**src/tes_pkg.sv**
```systemverilog
// ----------------------------------------------------------------------------
// tes_pkg: terminal escape stripper definitions
// Parser state codes and the byte values the escape parser matches on.
// ----------------------------------------------------------------------------
`default_nettype none

package tes_pkg;

  typedef enum logic [2:0] {
    ST_TEXT    = 3'd0,
    ST_ESC     = 3'd1,
    ST_CSI     = 3'd2,
    ST_OSC     = 3'd3,
    ST_OSC_ESC = 3'd4,
    ST_STR     = 3'd5,
    ST_STR_ESC = 3'd6
  } parse_state_e;

  typedef logic [7:0] byte_t;

  localparam byte_t B_BS     = 8'h08;
  localparam byte_t B_TAB    = 8'h09;
  localparam byte_t B_LF     = 8'h0a;
  localparam byte_t B_CR     = 8'h0d;
  localparam byte_t B_BEL    = 8'h07;
  localparam byte_t B_ESC    = 8'h1b;
  localparam byte_t B_SPACE  = 8'h20;
  localparam byte_t B_INT_HI = 8'h2f;
  localparam byte_t B_FIN_LO = 8'h40;
  localparam byte_t B_FIN_HI = 8'h7e;
  localparam byte_t B_DEL    = 8'h7f;
  localparam byte_t B_DCS    = 8'h50;
  localparam byte_t B_CSI    = 8'h5b;
  localparam byte_t B_BSLASH = 8'h5c;
  localparam byte_t B_OSC    = 8'h5d;
  localparam byte_t B_PM     = 8'h5e;
  localparam byte_t B_APC    = 8'h5f;

  function automatic logic passes_text(input byte_t b);
    passes_text = (b == B_BS) || (b == B_TAB) || (b == B_LF) || (b == B_CR) ||
                  ((b >= B_SPACE) && (b != B_DEL));
  endfunction

endpackage

`default_nettype wire

```
**src/terminal_escape_stripper_top.sv**
```systemverilog
// ----------------------------------------------------------------------------
// terminal_escape_stripper_top: ansi escape sequence stripper
// Filters a terminal output byte stream and passes only plain text bytes.
// ----------------------------------------------------------------------------
// Usage:
//   input channel in_valid_i / in_ready_o / in_byte_i carries one raw byte per
//   transfer; output channel out_valid_o / out_ready_i / out_byte_o carries one
//   surviving text byte per transfer. bytes inside escape, csi, osc and
//   dcs/pm/apc sequences, and control bytes other than bs, tab, lf and cr,
//   give no output transfer.
//   path: a kept byte passes the input register, then the result register,
//   before it is offered on the output.
//   throughput: 1 byte per cycle while the output is not stalled, set by
//   the combinational parser step between the input and result registers.
//   reset: rst_ni low clears both register stages and puts the parser in
//   text state.
//   stall: while the result register holds an untaken byte, the input
//   register can still retire dropped bytes; a kept byte waits there, and
//   in_ready_o falls once the input register is full and cannot advance.
// ----------------------------------------------------------------------------
`default_nettype none

module terminal_escape_stripper_top (
  input  wire              clk_i,
  input  wire              rst_ni,
  input  wire              in_valid_i,
  output logic             in_ready_o,
  input  tes_pkg::byte_t   in_byte_i,
  output logic             out_valid_o,
  input  wire              out_ready_i,
  output tes_pkg::byte_t   out_byte_o
);
  import tes_pkg::*;

  logic         in_vld_q;
  byte_t        in_byte_q;
  parse_state_e state_q, state_d;
  logic         emit;
  logic         out_vld_q;
  byte_t        out_byte_q;
  logic         out_free;
  logic         s1_move;

  assign out_free   = !out_vld_q || out_ready_i;
  assign s1_move    = in_vld_q && (out_free || !emit);
  assign in_ready_o = !in_vld_q || s1_move;

  // next state
  always_comb begin
    state_d = state_q;
    case (state_q)
      ST_ESC: begin
        if (in_byte_q == B_CSI) state_d = ST_CSI;
        else if (in_byte_q == B_OSC) state_d = ST_OSC;
        else if (in_byte_q == B_DCS || in_byte_q == B_PM || in_byte_q == B_APC)
          state_d = ST_STR;
        else if (in_byte_q == B_ESC ||
                 (in_byte_q >= B_SPACE && in_byte_q <= B_INT_HI))
          state_d = ST_ESC;
        else state_d = ST_TEXT;
      end
      ST_CSI: begin
        if (in_byte_q >= B_FIN_LO && in_byte_q <= B_FIN_HI) state_d = ST_TEXT;
        else if (in_byte_q == B_ESC) state_d = ST_ESC;
      end
      ST_OSC: begin
        if (in_byte_q == B_BEL) state_d = ST_TEXT;
        else if (in_byte_q == B_ESC) state_d = ST_OSC_ESC;
      end
      ST_OSC_ESC: begin
        if (in_byte_q == B_BSLASH) state_d = ST_TEXT;
        else if (in_byte_q != B_ESC) state_d = ST_OSC;
      end
      ST_STR: begin
        if (in_byte_q == B_ESC) state_d = ST_STR_ESC;
      end
      ST_STR_ESC: begin
        if (in_byte_q == B_BSLASH) state_d = ST_TEXT;
        else if (in_byte_q != B_ESC) state_d = ST_STR;
      end
      default: begin
        if (in_byte_q == B_ESC) state_d = ST_ESC;
        else state_d = ST_TEXT;
      end
    endcase
  end

  // outputs
  always_comb begin
    emit = 1'b0;
    case (state_q)
      ST_ESC, ST_CSI, ST_OSC, ST_OSC_ESC, ST_STR, ST_STR_ESC: emit = 1'b0;
      default: emit = passes_text(in_byte_q);
    endcase
  end

  always_ff @(posedge clk_i or negedge rst_ni) begin
    if (!rst_ni) begin
      in_vld_q  <= 1'b0;
      state_q   <= ST_TEXT;
      out_vld_q <= 1'b0;
    end else begin
      if (in_ready_o) in_vld_q <= in_valid_i;
      if (s1_move) state_q <= state_d;
      if (out_free) out_vld_q <= s1_move && emit;
    end
  end

  always_ff @(posedge clk_i) begin
    if (in_valid_i && in_ready_o) in_byte_q <= in_byte_i;
    if (out_free && s1_move && emit) out_byte_q <= in_byte_q;
  end

  assign out_valid_o = out_vld_q;
  assign out_byte_o  = out_byte_q;

endmodule

`default_nettype wire

```
**config.mk**
```make
export PLATFORM = sky130hd
export DESIGN_NAME = terminal_escape_stripper_top
export DESIGN_NICKNAME = d
export VERILOG_FILES = /design/src/tes_pkg.sv /design/src/terminal_escape_stripper_top.sv
export SDC_FILE = /design/constraint.sdc
export NUM_CORES = 1
export LEC_CHECK = 0
export ABC_AREA = 1
export BUFFER_PORTS_ARGS = -buffer_cell sky130_fd_sc_hd__buf_2
export CORE_MARGIN = 2
export CORE_UTILIZATION = 35
export DETAILED_ROUTE_END_ITERATION = 12
export SLEW_MARGIN = 15
export SYNTH_ARGS = -nofsm -noshare
export SYNTH_HDL_FRONTEND = slang
export SYNTH_SLANG_ARGS = --single-unit
```
**constraint.sdc**
```tcl
create_clock -name clk_i -period 2.3 [get_ports clk_i]
set_clock_uncertainty 0.1 [all_clocks]
set_input_delay 0.115 -clock clk_i [delete_from_list [all_inputs] [get_ports clk_i]]
set_output_delay 0.115 -clock clk_i [all_outputs]
set_load 0.02 [all_outputs]
```
==> flow_summary_export.csv, run 1 <==
group,metric,value,unit
logic_synthesis,synth_area_per_cell,8.36,µm²
place,dpl.hpwl,1.63,mm
logic_synthesis,syn_nets,142,
clocking,clock_sinks,21,
final_layout,n_antenna_cell,0,
timing,setup_violations,0,
worst_setup_path,startpoint_type,"flip-flop",
route,avgViaCountPerCell,4.77,
clocking,ctsResizeCount,0,
global_routing,grt_overflow,0,
logic_synthesis,synth-seq-cells,21,
global_routing,grt_usage,0.141,
route,totalWireLength,2.12,mm
worst_setup_path,r2r_cells,10,
timing,rsz0062_at_grt,"no",
timing,worstMarginPinSlew,0.284,ns
worst_setup_path,crit_arrival,1.66,ns
route,wl_per_cell,10.6,µm
logic_synthesis,seq_area_frac_synth,0.557,
logic_synthesis,syn_inst,130,
clocking,clock_path_buffers,2,
timing,tns,0,ns
timing,fin_crit_sh,0.814,
floorplanning,dieHeight,59.7,µm
floorplanning,start_util,0.362,
global_routing,grt_pass1_vias,915,
final_layout,fin_area,1380,µm²
final_layout,final_common_cell,"nand2_1",
route,first_pass_iters,4,
worst_setup_path,path_max_fanout,3,
pwr,ir_drop,373,µV
route,post-route-drc-count,0,
clocking,hold_buffers,11,
worst_setup_path,critPathCaptureType,"primary output",
logic_synthesis,ys_types,16,
timing,max_freq,0.534,GHz
floorplanning,die_w,59.7,µm
place,portBuffers,21,
route,antenna_left,0,
pwr,power.leakage,0.000686,µW
pwr,cellPowerDensity,573,nW/µm²
logic_synthesis,ys_warn_count,0,
floorplanning,dieArea,3570,µm²
route,drt-initial-drc-count,34,
run,cap_violations,0,
global_routing,grt_max_degree,14,
floorplanning,core,3000,µm²
hold_path,hold_path.class,"input port to asynchronous set/reset pin",
final_layout,post_route_cells_drive_above_1_share,0.228,
place,dpl_cell_area,1240,µm²
clocking,clkTransAtPathRegs,0.13,ns
clocking,htree_levels,1,
global_routing,antenna_found_initial,0,
timing,finalHoldViolations,0,
worst_setup_path,crit_type,"flip-flop to primary output",
final_layout,n_fill_cell,303,
worst_setup_path,rrSetupSlack,0.49,ns
route,dr_total_vias,954,
clocking,post_cts_buffers,0,
final_layout,fin_nets,180,
floorplanning,rows,20,
final_layout,area_growth_syn_to_layout,27.0,%
place,gp_congestion,0.854,
final_layout,layout_common_cells,"nand2_1 (45), buf_2 (21), nor2_1 (16), inv_1 (16), edfxtp_1 (16)",
timing,maxSlewHeadroom,0.810,
clocking,clk_latency,0.31,ns
timing,min_period,1.87,ns
worst_setup_path,worstPathRequired,2.09,ns
clocking,cts_tree,"built",
floorplanning,io_pins,22,
logic_synthesis,syn-cell-area,1090,µm²
global_routing,grt_pass1_wl,3.73,mm
timing,maxSlewViolCount,0,
clocking,cts_made_buffers,3,
status,outcome,"completed",
clocking,root_buffer,"clkbuf_4",
[flip-flops by register name, summed over array words and instances, names as in the netlist]
| register | flops |
|---|---|
| out_valid_o | 1 |
| in_vld_q | 1 |
| in_byte_q | 8 |
| out_byte_o | 8 |
| state_q | 3 |
[metal layers]
metal | part of all wire | vias to the layer above | global-route usage
li1 | - | 490 | -
met1 | 0.44 | 433 | 0.174
met4 | 0.024 | 0 | 0.0857
met5 | 0 | - | 0
met2 | 0.49 | 27 | 0.230
met3 | 0.040 | 4 | 0.0216
[worst paths after layout]
path                               from             to
max                        in_byte_q[7]     in_ready_o
min                              rst_ni     state_q[1]
max reg2reg                in_byte_q[3]   in_byte_q[4]
min reg2reg                in_byte_q[7]  out_byte_o[7]
max in group asynchronous        rst_ni    out_valid_o
min in group clk_i         in_byte_i[5]   in_byte_q[5]
[cell usage after synthesis, drive strengths merged]
cell,count,area (µm²)
nand3,18,110
o21ai,2,13.8
or2,1,6.26
nand4,2,12.5
nor2,18,72.6
inv,18,67.6
dfrtp,5,125
nand2,48,188
edfxtp,16,480
nor3,1,5.00
and2,1,6.26
[cell families (layout without fill, tap and decap cells)]
logic type	Yosys count	after routing	share of synthesized area
compound gates	2	2	0.0127
buf+inv	18	55	0.0621
flops	21	21	0.557
simple gates	89	89	0.368
[worst max-delay path, cell delays in order (launching register included)]
cell      delay, ns
edfxtp_1       0.42
nor2_1         0.21
and2_1         0.17
nand3_1        0.06
nand2_1        0.09
nand2_1        0.05
inv_1          0.08
nand3_2        0.08
buf_2          0.17
[stage by stage]
step                worst slack, ns  instances  power, µW  hold WS [ns]   util
floorplan                     0.460        130        552        -0.281      -
global placement              0.525        185        595        -0.169  0.413
detailed placement            0.485        185        599        -0.167  0.413
CTS                           0.416        200        800        0.0166  0.460
global route                  0.265        200        833        0.0383  0.460
finish                        0.427        200        791        0.0218  0.460
[cell type report]
type,count,area (µm²),share of cell area
clock buffer,3,22.5,0.0163
clock inverter,1,7.51,0.00543
inverter,18,67.6,0.0489
tap,33,41.3,0.0299
sequential,21,606,0.438
timing repair buffer,33,223,0.161
multi-input combinational,91,414,0.300
[power breakdown]
group / leakage (µW) / internal, µW / switching [µW] / total (µW)
registers: 0.000218 / 447 / 21.3 / 468
clock network: 0.0000139 / 66.4 / 121 / 187
logic: 0.000454 / 53.1 / 82.6 / 136
(Power assumes the default switching activity.)
==> run 2, diff against run 1 <==
--- a/config.mk
+++ b/config.mk
@@ -5,7 +5,7 @@
 export SDC_FILE = /design/constraint.sdc
 export NUM_CORES = 1
 export LEC_CHECK = 0
-export ABC_AREA = 1
+export ABC_AREA = 0
 export BUFFER_PORTS_ARGS = -buffer_cell sky130_fd_sc_hd__buf_2
 export CORE_MARGIN = 2
 export CORE_UTILIZATION = 35
==> constraint.sdc (replaced) <==
create_clock -name clk_i -period 1.6 [get_ports clk_i]
set_clock_uncertainty 0.1 [all_clocks]
set_input_delay 0.08 -clock clk_i [delete_from_list [all_inputs] [get_ports clk_i]]
set_output_delay 0.08 -clock clk_i [all_outputs]
set_load 0.02 [all_outputs]
==> run 2 against run 1 <==
  * The run now ends with negative setup slack left
  * Worst hold slack better by 0.32 ns
  * Sequential power up 43%
  * Die area up 3.6%
  * Flip-flop and latch count unchanged
  * Clock power up 52%
  * Largest power group unchanged
  * Area after synthesis up 3.9%
  * Clock-buffer cell count unchanged
  * Global-route usage up 2.4 points
  * Non-clock buffer count up 45
  * Register-to-register slack worse by 0.98 ns
==> flow_summary_export.csv, run 2 <==
group,metric,value,unit
logic_synthesis,yosys-top-cells-area,"edfxtp_1 (43%), dfrtp_1 (11%), nor2_1 (3.0%)",
worst_setup_path,path_max_fanout,5,
timing,rsz0062_at_grt,"yes",
route,antenna_left,0,
floorplanning,die_w,60.8,µm
logic_synthesis,syn_nets,113,
clocking,cts_tree,"built",
final_layout,n_fill_cell,266,
floorplanning,dieArea,3700,µm²
place,dpl.hpwl,1.82,mm
final_layout,final_common_cell,"buf_4",
clocking,clock_path_buffers,2,
worst_setup_path,crit_arrival,2.20,ns
route,dr_total_vias,1086,
route,post-route-drc-count,0,
worst_setup_path,crit_type,"flip-flop to flip-flop",
run,cap_violations,0,
logic_synthesis,synth_area_per_cell,11.2,µm²
final_layout,area_growth_syn_to_layout,60.8,%
status,failed_checks,"negative setup slack",
worst_setup_path,worstPathRequired,1.72,ns
worst_setup_path,cp_num_cells,7,
logic_synthesis,synthTopCellsByCount,"edfxtp_1 (16), nor2_1 (9), nand2_1 (7), dfrtp_1 (5), nor2b_1 (5)",
status,outcome,"finished with violations",
place,portBuffers,21,
place,placed_cells,185,
floorplanning,core,3050,µm²
route,avgViaCountPerCell,4.94,
global_routing,grt_usage,0.165,
route,drt-initial-drc-count,18,
final_layout,post_route_cells_drive_above_1_share,0.517,
timing,tns,-7.78,ns
floorplanning,rows,20,
timing,fin_ws,-0.486,ns
global_routing,grt_max_degree,14,
logic_synthesis,synth_top_cell_area_share,0.425,
logic_synthesis,seq_area_frac_synth,0.536,
worst_setup_path,startpoint_type,"flip-flop",
timing,min_period,2.09,ns
final_layout,multiInputGateArea,522,µm²
pwr,p_int,914,µW
logic_synthesis,synth_top_cell_by_area,"edfxtp_1",
final_layout,seqCellArea,606,µm²
pwr,cellPowerDensity,710,nW/µm²
timing,finalHoldViolations,0,
worst_setup_path,crit_path_max_incr_delay,0.44,ns
place,gp_congestion,0.846,
logic_synthesis,synth-seq-cells,21,
clocking,clkTransAtPathRegs,0.14,ns
final_layout,fin_nets,189,
worst_setup_path,crit_path_start,"in_byte_q[0]",
worst_setup_path,r2r_cells,7,
place,place_ws,-0.440,ns
timing,worstMarginPinSlew,0.313,ns
timing,maxSlewViolCount,0,
route,wl_per_cell,13.0,µm
timing,setup_violations,22,
floorplanning,dieHeight,60.8,µm
worst_setup_path,path_buf_inv,1,
route,first_pass_iters,4,
pwr,combPwrFrac,0.261,
timing,max_freq,0.479,GHz
logic_synthesis,ys_types,43,
pwr,switching_share,0.291,
pwr,power.leakage,0.000793,µW
hold_path,hold_path.class,"input port to flip-flop",
clocking,cts_made_buffers,3,
pwr,power_switching,375,µW
final_layout,n_antenna_cell,0,
global_routing,grt_pass1_wl,4.43,mm
global_routing,antenna_found_initial,0,
logic_synthesis,ys_warn_count,0,
logic_synthesis,async_flop_share,0.238,
pwr,total_power,1290,µW
final_layout,layout_common_cells,"buf_4 (42), buf_2 (20), edfxtp_1 (16)",
route,totalWireLength,2.87,mm
clocking,htree_levels,1,
worst_setup_path,rr_startpoint,"in_byte_q[0]",
global_routing,grt_pass1_vias,1024,
pwr,p_clk_frac,0.221,
final_layout,finalNonFillerCells,220,
timing,maxSlewHeadroom,0.790,
pwr,ir_drop,472,µV
clocking,root_buffer,"clkbuf_4",
global_routing,grt_overflow,0,
pwr,p_seq_frac,0.518,
worst_setup_path,cp_top_family,"simple AND/OR/NAND/NOR gates",
logic_synthesis,synth_edf_count,16,
place,dpl_cell_area,1470,µm²
logic_synthesis,yosysMostFrequentCell,"edfxtp_1",
timing,fin_crit_sh,1.30,
hold_path,min_delay_path_depth,2,
worst_setup_path,slowest_stage,"edfxtp_1",
logic_synthesis,syn_inst,101,
final_layout,fin_area,1820,µm²
worst_setup_path,cp_cell_sequence,"buf_4 -> nand2_2 -> nor4_1 -> o22ai_2 -> and3_1 -> nor3b_2 -> mux2_1",
floorplanning,io_pins,22,
floorplanning,start_util,0.370,
worst_setup_path,critPathCaptureType,"flip-flop",
hold_path,worstHoldStart,"in_byte_i[6]",
clocking,clock_sinks,21,
logic_synthesis,syn-cell-area,1130,µm²
clocking,clk_latency,0.33,ns
logic_synthesis,ys.flop_type,"edfxtp_1",
==> run 2: cell count changes in the layout (fill, tap and decap cells not counted), sizes merged, moves of 3 or more <==
cell	change
nand3	-14
nor2b	+5
nor2	-9
nand2	-39
buf	+44
o31ai	+3
and3	+4
inv	-14
==> run 2: final timing paths <==
check                          endpoint  slack (ns)
max                          state_q[1]       -0.49
min                        in_byte_q[6]        0.35
max reg2reg                  state_q[1]       -0.49
min reg2reg                  state_q[0]        0.43
max in group asynchronous    state_q[1]        0.62
min in group asynchronous    state_q[2]        0.57
==> run 2: power by group through the flow <==
| stage | clock (µW) | sequential [µW] | combinational [µW] |
|---|---|---|---|
| global route | 314 | 675 | 359 |
| global placement | 0 | 686 | 230 |
| finish | 285 | 668 | 336 |
| floorplan | 0 | 709 | 110 |
| CTS | 288 | 668 | 304 |
| detailed placement | 0 | 688 | 233 |
==> run 2: cell type report <==
cell class | instances | share of cell area
multi-input cells | 69 | 0.287
clock buffers | 3 | 0.0124
inverters | 4 | 0.00826
clock inverters | 1 | 0.00413
flip-flops and latches | 21 | 0.333
repair buffers | 78 | 0.324
well taps | 44 | 0.0303
==> run 2: metrics by stage <==
step / utilization / hold slack [ns]
2_1_floorplan: - / -0.316
3_3_place_gp: 0.482 / -0.199
3_5_place_dp: 0.482 / -0.195
4_1_cts: 0.571 / 0.354
5_1_grt: 0.595 / 0.351
6_report: 0.595 / 0.345
==> run 2: cells by family after synthesis <==
kind of cell / Yosys count / synth area share
multiplexers: 2 / 0.0199
AO/OA/AOI/OAI: 19 / 0.134
buffers and inverters: 11 / 0.0565
flip-flops: 21 / 0.536
AND/OR/NAND/NOR: 47 / 0.246
XOR/XNOR: 1 / 0.00775
==> run 2: routing by layer <==
metal	GRT usage	vias to the layer above	share of wire
met5	0	-	0
li1	-	530	-
met2	0.289	31	0.51
met3	0.0256	7	0.039
met4	0.0652	0	0.016
met1	0.203	518	0.44
==> run 2: timing repair <==
item | in CTS | in global routing
resized for setup | 6 | 6
pin swaps | 8 | 7
hold buffers | 12 | 0
endpoints found under the setup margin | 21 | 22
setup buffers | 13 | 6
hold endpoints to repair | 15 | 0
